[config.mk]
export PLATFORM = sky130hd
export DESIGN_NAME = sha256_stream_hash_core
export DESIGN_NICKNAME = d
export VERILOG_FILES = /design/src/rtl/sha256sh_pkg.sv /design/src/rtl/sha256_stream_hash_core.sv /design/src/rtl/sha256sh_ram.sv /design/src/rtl/sha256sh_engine.sv
export VERILOG_INCLUDE_DIRS = /design/src /design/src/rtl
export SDC_FILE = /design/constraint.sdc
export NUM_CORES = 2
export LEC_CHECK = 0
export ABC_AREA = 1
export BUFFER_PORTS_ARGS = -buffer_cell sky130_fd_sc_hd__buf_2
export CORE_UTILIZATION = 58
export DETAILED_ROUTE_END_ITERATION = 6
export GPL_TIMING_DRIVEN = 0
export PLACE_DENSITY = 0.82
export SYNTH_ARGS = -nofsm -noshare
export SYNTH_HDL_FRONTEND = slang
export SYNTH_SLANG_ARGS = --single-unit
export TNS_END_PERCENT = 100
[constraint.sdc]
create_clock -name clk -period 13 [get_ports clk]
set_clock_uncertainty 0.2 [all_clocks]
set_input_delay 1.3 -clock clk [delete_from_list [all_inputs] [get_ports clk]]
set_output_delay 1.3 -clock clk [all_outputs]
set_load 0.005 [all_outputs]
[src/rtl/sha256_stream_hash_core_macros.svh]
// Assertion macros for the SHA-256 stream hash core.
// Used by the top level; expects clk and rst_n in scope.
`ifndef SHA256_STREAM_HASH_CORE_MACROS_SVH
`define SHA256_STREAM_HASH_CORE_MACROS_SVH

`define SHS_ASSERT_NOW(lbl, ante, cons, msg) \
  lbl: assert property (@(posedge clk) disable iff (!rst_n) (ante) |-> (cons)) \
    else $error(msg);

`define SHS_ASSERT_NEXT(lbl, ante, cons, msg) \
  lbl: assert property (@(posedge clk) disable iff (!rst_n) (ante) |=> (cons)) \
    else $error(msg);

`endif

[src/rtl/sha256sh_pkg.sv]
// Shared types and constants for the SHA-256 stream hash core.
// No dependencies; imported by the engine and the top level.
package sha256sh_pkg;

  localparam int unsigned BLK_WORDS   = 16;
  localparam int unsigned CHAIN_WORDS = 8;
  localparam int unsigned BLK_AW      = $clog2(BLK_WORDS);
  localparam int unsigned CHAIN_AW    = $clog2(CHAIN_WORDS);

  localparam logic [7:0] PAD_BYTE     = 8'h80;
  localparam logic [5:0] FILL_LAST    = 6'd63;
  localparam logic [5:0] SEQ_PREFETCH = 6'd7;
  localparam logic [5:0] SEQ_LAST     = 6'd8;
  localparam logic [5:0] ROUND_LAST   = 6'd63;
  localparam logic [5:0] ROUND_MEM_END = 6'd15;
  localparam logic [2:0] WORD_LAST    = 3'd7;

  localparam logic [31:0] INIT_H [CHAIN_WORDS] = '{
    32'h6a09e667, 32'hbb67ae85, 32'h3c6ef372, 32'ha54ff53a,
    32'h510e527f, 32'h9b05688c, 32'h1f83d9ab, 32'h5be0cd19};

  localparam logic [31:0] ROUND_K [64] = '{
    32'h428a2f98, 32'h71374491, 32'hb5c0fbcf, 32'he9b5dba5,
    32'h3956c25b, 32'h59f111f1, 32'h923f82a4, 32'hab1c5ed5,
    32'hd807aa98, 32'h12835b01, 32'h243185be, 32'h550c7dc3,
    32'h72be5d74, 32'h80deb1fe, 32'h9bdc06a7, 32'hc19bf174,
    32'he49b69c1, 32'hefbe4786, 32'h0fc19dc6, 32'h240ca1cc,
    32'h2de92c6f, 32'h4a7484aa, 32'h5cb0a9dc, 32'h76f988da,
    32'h983e5152, 32'ha831c66d, 32'hb00327c8, 32'hbf597fc7,
    32'hc6e00bf3, 32'hd5a79147, 32'h06ca6351, 32'h14292967,
    32'h27b70a85, 32'h2e1b2138, 32'h4d2c6dfc, 32'h53380d13,
    32'h650a7354, 32'h766a0abb, 32'h81c2c92e, 32'h92722c85,
    32'ha2bfe8a1, 32'ha81a664b, 32'hc24b8b70, 32'hc76c51a3,
    32'hd192e819, 32'hd6990624, 32'hf40e3585, 32'h106aa070,
    32'h19a4c116, 32'h1e376c08, 32'h2748774c, 32'h34b0bcb5,
    32'h391c0cb3, 32'h4ed8aa4a, 32'h5b9cca4f, 32'h682e6ff3,
    32'h748f82ee, 32'h78a5636f, 32'h84c87814, 32'h8cc70208,
    32'h90befffa, 32'ha4506ceb, 32'hbef9a3f7, 32'hc67178f2};

  typedef enum logic [2:0] {
    S_IDLE,
    S_PAD,
    S_LOAD,
    S_ROUND,
    S_UPDATE,
    S_EMIT_RD,
    S_EMIT_LD,
    S_EMIT_HOLD
  } fsm_t;

  typedef struct packed {
    logic       v_shift;
    logic       v_round;
    logic       w_shift;
    logic       w_from_mem;
    logic [5:0] rnd;
  } eng_ctrl_t;

endpackage

[src/rtl/sha256_stream_hash_core.sv]
// Top level of the SHA-256 stream hash core: byte packing, padding, sequencing.
// Depends on sha256sh_pkg, sha256sh_ram, sha256sh_engine and the macros header.
//
// Usage: the input channel takes one transaction per item: an optional message
// byte (in_has_byte) and an end-of-message flag. Bytes are packed into 32-bit
// words in a 16-word block RAM; the eight chaining words live in an 8-word RAM.
// A byte that does not fill the block leaves the core idle and ready. The 64th
// byte of a block holds the input while the core reads the chaining words,
// runs the rounds through the single round engine, then adds and writes the
// chaining words back. A closing transaction pads one byte per cycle up to
// the block end (two blocks when fewer than nine bytes remain), compresses,
// then sends eight digest words H0 first on the result channel, each read
// from the chaining RAM and held until taken; out_final_word marks the eighth.
// A stalled receiver holds the result register and the whole core until the
// word is taken; no input is accepted while a digest is pending.
// Reset (synchronous, active low) empties the block, clears the bit count
// and marks the chaining RAM as holding the initial hash, so no clearing
// pass is needed and the first transaction may follow at once.
`include "sha256_stream_hash_core_macros.svh"

module sha256_stream_hash_core import sha256sh_pkg::*; (
  input  logic        clk,
  input  logic        rst_n,
  input  logic        in_valid,
  output logic        in_ready,
  input  logic [7:0]  in_data_byte,
  input  logic        in_has_byte,
  input  logic        in_end_of_message,
  output logic        out_valid,
  input  logic        out_ready,
  output logic [31:0] out_digest_word,
  output logic [2:0]  out_word_index,
  output logic        out_final_word
);

  fsm_t        state_r, state_nxt;
  logic [5:0]  cnt_r, cnt_nxt;
  logic [5:0]  fill_r, fill_nxt;
  logic [63:0] bit_total_r, bit_total_nxt;
  logic        fresh_r, fresh_nxt;
  logic        pad_r, pad_nxt;
  logic        sent80_r, sent80_nxt;
  logic        need_extra_r, need_extra_nxt;
  logic        final_r, final_nxt;
  logic        out_valid_r, out_valid_nxt;
  logic [23:0] word_r, word_nxt;
  logic [31:0] out_word_r, out_word_nxt;
  logic [2:0]  out_idx_r, out_idx_nxt;
  logic        out_fin_r, out_fin_nxt;

  logic                byte_en;
  logic [7:0]          byte_val;
  logic                blk_we;
  logic [BLK_AW-1:0]   blk_waddr;
  logic [31:0]         blk_wdata;
  logic [BLK_AW-1:0]   blk_raddr;
  logic [31:0]         blk_rdata;
  logic                chain_we;
  logic [CHAIN_AW-1:0] chain_waddr;
  logic [31:0]         chain_wdata;
  logic [CHAIN_AW-1:0] chain_raddr;
  logic [31:0]         chain_rdata;
  logic [31:0]         chain_sel;
  logic [CHAIN_AW-1:0] cnt_prev;
  logic [5:0]          cnt_ahead;
  logic [7:0]          len_byte;
  logic [31:0]         v_head;
  eng_ctrl_t           eng_ctrl;

  assign cnt_prev  = CHAIN_AW'(cnt_r - 6'd1);
  assign cnt_ahead = cnt_r + 6'd2;
  assign chain_sel = fresh_r ? INIT_H[cnt_prev] : chain_rdata;
  assign len_byte  = bit_total_r[{~fill_r[2:0], 3'b000} +: 8];

  always_comb begin
    state_nxt      = state_r;
    cnt_nxt        = cnt_r;
    fill_nxt       = fill_r;
    bit_total_nxt  = bit_total_r;
    fresh_nxt      = fresh_r;
    pad_nxt        = pad_r;
    sent80_nxt     = sent80_r;
    need_extra_nxt = need_extra_r;
    final_nxt      = final_r;
    out_valid_nxt  = out_valid_r;
    out_word_nxt   = out_word_r;
    out_idx_nxt    = out_idx_r;
    out_fin_nxt    = out_fin_r;
    word_nxt       = word_r;
    in_ready       = 1'b0;
    byte_en        = 1'b0;
    byte_val       = in_data_byte;
    blk_raddr      = cnt_ahead[BLK_AW-1:0];
    chain_raddr    = cnt_r[CHAIN_AW-1:0];
    chain_we       = 1'b0;
    chain_waddr    = cnt_prev;
    chain_wdata    = chain_sel + v_head;
    eng_ctrl       = '{v_shift: 1'b0, v_round: 1'b0, w_shift: 1'b0,
                       w_from_mem: 1'b0, rnd: cnt_r};

    unique case (state_r)
      S_IDLE: begin
        in_ready = 1'b1;
        if (in_valid) begin
          pad_nxt    = in_end_of_message;
          sent80_nxt = 1'b0;
          if (in_has_byte) begin
            byte_en       = 1'b1;
            bit_total_nxt = bit_total_r + 64'd8;
          end
          if (in_has_byte && fill_r == FILL_LAST) begin
            state_nxt = S_LOAD;
            cnt_nxt   = '0;
          end else if (in_end_of_message) begin
            state_nxt = S_PAD;
          end
        end
      end
      S_PAD: begin
        byte_en = 1'b1;
        if (!sent80_r) begin
          byte_val       = PAD_BYTE;
          sent80_nxt     = 1'b1;
          need_extra_nxt = (fill_r[5:3] == 3'b111);
        end else if (fill_r[5:3] == 3'b111 && !need_extra_r) begin
          byte_val = len_byte;
        end else begin
          byte_val = 8'h00;
        end
        if (fill_r == FILL_LAST) begin
          final_nxt      = sent80_r && !need_extra_r;
          need_extra_nxt = 1'b0;
          state_nxt      = S_LOAD;
          cnt_nxt        = '0;
        end
      end
      S_LOAD: begin
        if (cnt_r != '0) begin
          eng_ctrl.v_shift = 1'b1;
        end
        if (cnt_r == SEQ_PREFETCH) begin
          blk_raddr = '0;
        end
        if (cnt_r == SEQ_LAST) begin
          blk_raddr           = BLK_AW'(1);
          eng_ctrl.w_shift    = 1'b1;
          eng_ctrl.w_from_mem = 1'b1;
          state_nxt           = S_ROUND;
          cnt_nxt             = '0;
        end else begin
          cnt_nxt = cnt_r + 6'd1;
        end
      end
      S_ROUND: begin
        eng_ctrl.v_round    = 1'b1;
        eng_ctrl.w_shift    = 1'b1;
        eng_ctrl.w_from_mem = (cnt_r < ROUND_MEM_END);
        if (cnt_r == ROUND_LAST) begin
          state_nxt = S_UPDATE;
          cnt_nxt   = '0;
        end else begin
          cnt_nxt = cnt_r + 6'd1;
        end
      end
      S_UPDATE: begin
        if (cnt_r != '0) begin
          chain_we         = 1'b1;
          eng_ctrl.v_shift = 1'b1;
        end
        if (cnt_r == SEQ_LAST) begin
          fresh_nxt = 1'b0;
          cnt_nxt   = '0;
          if (final_r) begin
            state_nxt = S_EMIT_RD;
          end else if (pad_r) begin
            state_nxt = S_PAD;
          end else begin
            state_nxt = S_IDLE;
          end
        end else begin
          cnt_nxt = cnt_r + 6'd1;
        end
      end
      S_EMIT_RD: begin
        state_nxt = S_EMIT_LD;
      end
      S_EMIT_LD: begin
        out_valid_nxt = 1'b1;
        out_word_nxt  = chain_rdata;
        out_idx_nxt   = cnt_r[2:0];
        out_fin_nxt   = (cnt_r[2:0] == WORD_LAST);
        state_nxt     = S_EMIT_HOLD;
      end
      S_EMIT_HOLD: begin
        if (out_ready) begin
          out_valid_nxt = 1'b0;
          if (cnt_r[2:0] == WORD_LAST) begin
            fresh_nxt     = 1'b1;
            bit_total_nxt = '0;
            pad_nxt       = 1'b0;
            sent80_nxt    = 1'b0;
            final_nxt     = 1'b0;
            cnt_nxt       = '0;
            state_nxt     = S_IDLE;
          end else begin
            cnt_nxt   = cnt_r + 6'd1;
            state_nxt = S_EMIT_RD;
          end
        end
      end
      default: begin
        state_nxt = S_IDLE;
      end
    endcase

    blk_we    = byte_en && (fill_r[1:0] == 2'b11);
    blk_waddr = fill_r[5:2];
    blk_wdata = {word_r, byte_val};
    if (byte_en) begin
      word_nxt = {word_r[15:0], byte_val};
      fill_nxt = fill_r + 6'd1;
    end
  end

  always_ff @(posedge clk) begin
    if (!rst_n) begin
      state_r      <= S_IDLE;
      cnt_r        <= '0;
      fill_r       <= '0;
      bit_total_r  <= '0;
      fresh_r      <= 1'b1;
      pad_r        <= 1'b0;
      sent80_r     <= 1'b0;
      need_extra_r <= 1'b0;
      final_r      <= 1'b0;
      out_valid_r  <= 1'b0;
    end else begin
      state_r      <= state_nxt;
      cnt_r        <= cnt_nxt;
      fill_r       <= fill_nxt;
      bit_total_r  <= bit_total_nxt;
      fresh_r      <= fresh_nxt;
      pad_r        <= pad_nxt;
      sent80_r     <= sent80_nxt;
      need_extra_r <= need_extra_nxt;
      final_r      <= final_nxt;
      out_valid_r  <= out_valid_nxt;
    end
  end

  always_ff @(posedge clk) begin
    word_r     <= word_nxt;
    out_word_r <= out_word_nxt;
    out_idx_r  <= out_idx_nxt;
    out_fin_r  <= out_fin_nxt;
  end

  sha256sh_ram #(
    .WIDTH(32),
    .DEPTH(BLK_WORDS)
  ) u_blk_ram (
    .clk  (clk),
    .we   (blk_we),
    .waddr(blk_waddr),
    .wdata(blk_wdata),
    .raddr(blk_raddr),
    .rdata(blk_rdata)
  );

  sha256sh_ram #(
    .WIDTH(32),
    .DEPTH(CHAIN_WORDS)
  ) u_chain_ram (
    .clk  (clk),
    .we   (chain_we),
    .waddr(chain_waddr),
    .wdata(chain_wdata),
    .raddr(chain_raddr),
    .rdata(chain_rdata)
  );

  sha256sh_engine u_engine (
    .clk     (clk),
    .ctrl    (eng_ctrl),
    .shift_in(chain_sel),
    .mem_word(blk_rdata),
    .v_head  (v_head)
  );

  assign out_valid       = out_valid_r;
  assign out_digest_word = out_word_r;
  assign out_word_index  = out_idx_r;
  assign out_final_word  = out_fin_r;

  `SHS_ASSERT_NOW(a_no_input_during_digest, in_ready, !out_valid, "input open during digest")
  `SHS_ASSERT_NOW(a_block_ram_quiet, state_r == S_ROUND, !blk_we, "block write during rounds")
  `SHS_ASSERT_NEXT(a_rounds_to_update, state_r == S_ROUND && cnt_r == ROUND_LAST, state_r == S_UPDATE, "rounds overran")
  `SHS_ASSERT_NEXT(a_reinit_after_digest, out_valid && out_ready && out_final_word, fresh_r && fill_r == '0 && bit_total_r == '0 && state_r == S_IDLE, "no reinit after digest")

endmodule

[src/rtl/sha256sh_ram.sv]
// Generic single-write, single-read RAM with registered read data.
// No dependencies; holds the message block and the chaining words.
module sha256sh_ram #(
  parameter int unsigned WIDTH = 32,
  parameter int unsigned DEPTH = 16
) (
  input  logic                     clk,
  input  logic                     we,
  input  logic [$clog2(DEPTH)-1:0] waddr,
  input  logic [WIDTH-1:0]         wdata,
  input  logic [$clog2(DEPTH)-1:0] raddr,
  output logic [WIDTH-1:0]         rdata
);

  logic [WIDTH-1:0] mem_r [DEPTH];
  logic [WIDTH-1:0] rdata_r;

  always_ff @(posedge clk) begin
    if (we) begin
      mem_r[waddr] <= wdata;
    end
    rdata_r <= mem_r[raddr];
  end

  assign rdata = rdata_r;

endmodule

[src/rtl/sha256sh_engine.sv]
// SHA-256 round engine: working variables, schedule window and round logic.
// Depends on sha256sh_pkg for the round constants and control struct.
module sha256sh_engine import sha256sh_pkg::*; (
  input  logic        clk,
  input  eng_ctrl_t   ctrl,
  input  logic [31:0] shift_in,
  input  logic [31:0] mem_word,
  output logic [31:0] v_head
);

  logic [31:0] v_r   [8];
  logic [31:0] v_nxt [8];
  logic [31:0] win_r   [16];
  logic [31:0] win_nxt [16];
  logic [31:0] w_new;
  logic [31:0] t1;
  logic [31:0] t2;
  logic [31:0] ch;
  logic [31:0] maj;

  function automatic logic [31:0] rotr(input logic [31:0] x, input logic [4:0] s);
    return (x >> s) | (x << (6'd32 - {1'b0, s}));
  endfunction

  function automatic logic [31:0] ssig0(input logic [31:0] x);
    return rotr(x, 5'd7) ^ rotr(x, 5'd18) ^ (x >> 3);
  endfunction

  function automatic logic [31:0] ssig1(input logic [31:0] x);
    return rotr(x, 5'd17) ^ rotr(x, 5'd19) ^ (x >> 10);
  endfunction

  function automatic logic [31:0] bsig0(input logic [31:0] x);
    return rotr(x, 5'd2) ^ rotr(x, 5'd13) ^ rotr(x, 5'd22);
  endfunction

  function automatic logic [31:0] bsig1(input logic [31:0] x);
    return rotr(x, 5'd6) ^ rotr(x, 5'd11) ^ rotr(x, 5'd25);
  endfunction

  always_comb begin
    w_new = ctrl.w_from_mem ? mem_word
                            : win_r[0] + ssig0(win_r[1]) + win_r[9] + ssig1(win_r[14]);
    ch  = (v_r[4] & v_r[5]) ^ (~v_r[4] & v_r[6]);
    maj = (v_r[0] & v_r[1]) ^ (v_r[0] & v_r[2]) ^ (v_r[1] & v_r[2]);
    t1  = v_r[7] + bsig1(v_r[4]) + ch + ROUND_K[ctrl.rnd] + win_r[15];
    t2  = bsig0(v_r[0]) + maj;

    v_nxt = v_r;
    if (ctrl.v_shift) begin
      for (int i = 0; i < 7; i++) begin
        v_nxt[i] = v_r[i+1];
      end
      v_nxt[7] = shift_in;
    end else if (ctrl.v_round) begin
      v_nxt[7] = v_r[6];
      v_nxt[6] = v_r[5];
      v_nxt[5] = v_r[4];
      v_nxt[4] = v_r[3] + t1;
      v_nxt[3] = v_r[2];
      v_nxt[2] = v_r[1];
      v_nxt[1] = v_r[0];
      v_nxt[0] = t1 + t2;
    end

    win_nxt = win_r;
    if (ctrl.w_shift) begin
      for (int i = 0; i < 15; i++) begin
        win_nxt[i] = win_r[i+1];
      end
      win_nxt[15] = w_new;
    end
  end

  always_ff @(posedge clk) begin
    v_r   <= v_nxt;
    win_r <= win_nxt;
  end

  assign v_head = v_r[0];

endmodule
==> results_dict.tcl <==
set metrics [dict create \
    dieWidth_um 386 \
    setup_tns_ns 0 \
    r2r_cells 35 \
    synthesis.nets 8441 \
    synthesis.area_um2 85500 \
    worstSetupStartpointType "register" \
    multi_input_area_um2 30200 \
    crit_fanout 14 \
    numCtsBuffers 176 \
    vias_per_cell 6.38 \
    grt_max_degree 137 \
    rsz0062_at_grt "no" \
    antenna_found_initial 13 \
    grt_pass1_wl_um 428000 \
    cts_max_path_buffers 3 \
    gp_congestion 1.02 \
    post-route-period-util 0.945 \
    core_region_area_um2 146000 \
    seq_area_um2 50800 \
    hold_viol 0 \
    place_ws_ns 0.706 \
    cts_tree "built" \
    clockRootBuffer "clkbuf_16" \
    cts-htree-levels 4 \
    num_io_pins 52 \
    wirelength_um 302000 \
    critPathCaptureType "register" \
    gr-total-overflow 0 \
    post-route-util 0.653 \
    rrSetupSlack_ns 0.72 \
    worstMarginPinSlew_ns 1.39 \
    postCtsHoldBufs 0 \
    ys.flop_type "edfxtp_1" \
    status "completed" \
    worst_path_max_delay_cell "a41oi_1" \
    drc 0 \
    final_max_slew_viol_count 0 \
    grtUsageTotal 0.402 \
    reg2reg_to "u_engine.v_head[31]$_DFFE_PP_" \
    worstSkewPairLatency_ns 0.85 \
    dieArea_um2 149000 \
    post-route-cell-area_um2 95200 \
    max_clock_freq_mhz 81.4 \
    synth.distinct_cells 62 \
    cpMostUsedCell "nand2_1" \
    worstHoldStart "u_engine.win_r[177]$_DFFE_PP_" \
    numPortBuffers 51 \
    ys_seq_area_frac 0.595 \
    async_flop_share 0 \
    slew-limit-headroom 0.0746 \
    cts_sinks 1742 \
    dr.pass1.iters 7 \
    final_antenna_net_count 0 \
    synthCells 8058 \
    hold_depth 0 \
    fillers 11000 \
    ys_ff_latch 1742 \
    clkTransAtPathRegs_ns 0.07 \
    period_minus_slack_ns 12.28 \
    drt-initial-drc-count 10700 \
    path_class "register to register" \
    fp-row-count 140 \
    num_vias 66300 \
    area_growth_pct 11.4 \
    synth_warnings 0 \
    synth_edf_count 1596 \
    required_ns 13.40 \
    grt_pass1_vias 62500 \
    dieHeight_um 386 \
    setup_viol 0 \
    crit_path_max_incr_delay_ns 0.81 \
    rr_startpoint "cnt_r[0]$_SDFFE_PN0P_" \
    fin_nets 8710 \
    worst_slack_ns 0.716 \
    start_util 0.586 \
    place_hpwl_um 221000 \
    hold_end "u_engine.win_r[209]$_DFFE_PP_" \
    drive_above_1_share 0.0691 \
    syn_avg_cell_area_um2 10.6 \
    dpl_cell_area_um2 89200 \
    wl_per_cell_um 29.0 \
    timing.max_cap.violations 0 \
    hold_path.class "register to register" \
    cp.arrival_ns 12.69 \
]
[cell usage in the layout, fill, tap and decap left out, types with 154 or more instances in the layout]
| cell type | netlist | layout |
|---|---|---|
| clkbuf_16 | 0 | 176 |
| a21oi_1 | 459 | 459 |
| clkbuf_1 | 211 | 251 |
| inv_1 | 817 | 817 |
| o21ai_0 | 627 | 627 |
| o211ai_1 | 274 | 274 |
| edfxtp_1 | 1596 | 1596 |
| nand3_1 | 306 | 306 |
| fa_1 | 188 | 188 |
| xnor2_1 | 154 | 154 |
| ha_1 | 181 | 181 |
| buf_2 | 116 | 167 |
| nand2_1 | 1581 | 1578 |
| nor2_1 | 647 | 625 |
| xor2_1 | 187 | 187 |
[routing by layer]
metal | vias to the layer above | global-route usage | wire [um]
met5 | - | 0 | 103
met3 | 820 | 0.122 | 43000
met1 | 32000 | 0.570 | 117000
li1 | 28400 | - | -
met2 | 5127 | 0.586 | 129000
met4 | 16 | 0.148 | 13000
[what timing repair did]
item	4_1_cts	5_1_grt
gates resized for setup	0	3
endpoints found under the setup margin	0	1
buffers inserted	0	0
[cell families (layout without fill, tap and decap cells)]
family	Yosys count	count (layout)	share of synthesized area
AOI/OAI and AO/OA	1595	1595	0.109
xor gates and xnor gates	341	341	0.0349
adders and majority gates	390	390	0.0730
buffers and inverters	1192	1613	0.0544
DFF	1742	1742	0.595
other	0	2	0
and+or+nand+nor	2798	2798	0.134
[worst max-delay path by stage]
stage	startpoint	to	slack, ns
after floorplan	cnt_r[0]$_SDFFE_PN0P_	u_engine.win_r[0]$_DFFE_PP_	3.70
after global placement	cnt_r[0]$_SDFFE_PN0P_	u_engine.v_r[218]$_DFFE_PP_	-1.09
after detailed placement	cnt_r[0]$_SDFFE_PN0P_	u_engine.v_head[31]$_DFFE_PP_	0.71
after CTS	cnt_r[0]$_SDFFE_PN0P_	u_engine.v_head[31]$_DFFE_PP_	0.73
after global routing	cnt_r[0]$_SDFFE_PN0P_	u_engine.v_head[31]$_DFFE_PP_	0.30
final	cnt_r[0]$_SDFFE_PN0P_	u_engine.v_head[31]$_DFFE_PP_	0.72
[layout make-up]
class | count | area share
antenna | 2 | 0.0000526
buffer | 354 | 0.0158
clock buffer | 234 | 0.0503
clock inverter | 96 | 0.0132
inverter | 838 | 0.0331
multi-input combinational | 5124 | 0.317
sequential | 1742 | 0.534
tap | 1917 | 0.0252
timing repair buffer | 91 | 0.0110
[state kept, by name, summed over array words and instances (netlist names), 32 cells and up]
signal	count
u_engine.win_r	512
u_engine.v_r	224
u_blk_ram.rdata	32
u_chain_ram.mem_r	256
u_chain_ram.rdata	32
u_engine.v_head	32
bit_total_r	61
out_digest_word	32
u_blk_ram.mem_r	512
[cell usage after synthesis (90+ instances only)]
master / instances / area share
xor2_1: 187 / 0.019
xnor2_1: 154 / 0.016
a21oi_1: 459 / 0.027
clkbuf_1: 211 / 0.0093
buf_2: 116 / 0.0068
inv_1: 817 / 0.036
nand2_1: 1581 / 0.069
edfxtp_1: 1596 / 0.56
nor2_1: 647 / 0.028
nor3_1: 90 / 0.0053
ha_1: 181 / 0.026
fa_1: 188 / 0.044
o211ai_1: 274 / 0.024
dfxtp_1: 146 / 0.034
nand3_1: 306 / 0.018
o21ai_0: 627 / 0.037
[worst max-delay path, delay by kind of cell (launching register included)]
family | cells | cell delay [ns]
AOI/OAI and AO/OA | 6 | 2.09
DFF | 1 | 0.45
adders and majority gates | 7 | 3.30
xor gates and xnor gates | 1 | 0.62
and+or+nand+nor | 13 | 2.72
buffers and inverters | 8 | 2.69
[through the flow]
step	cells	hold WS [ns]
final	10400	0.196
after floorplan	8058	0.200
after global placement	10000	0.200
after CTS	10400	0.194
after global routing	10400	0.204
after detailed placement	10100	0.205
Power is left out: the tool's default activity adds up to more than one toggle a clock period on the data nets, which glitch-free logic cannot reach.
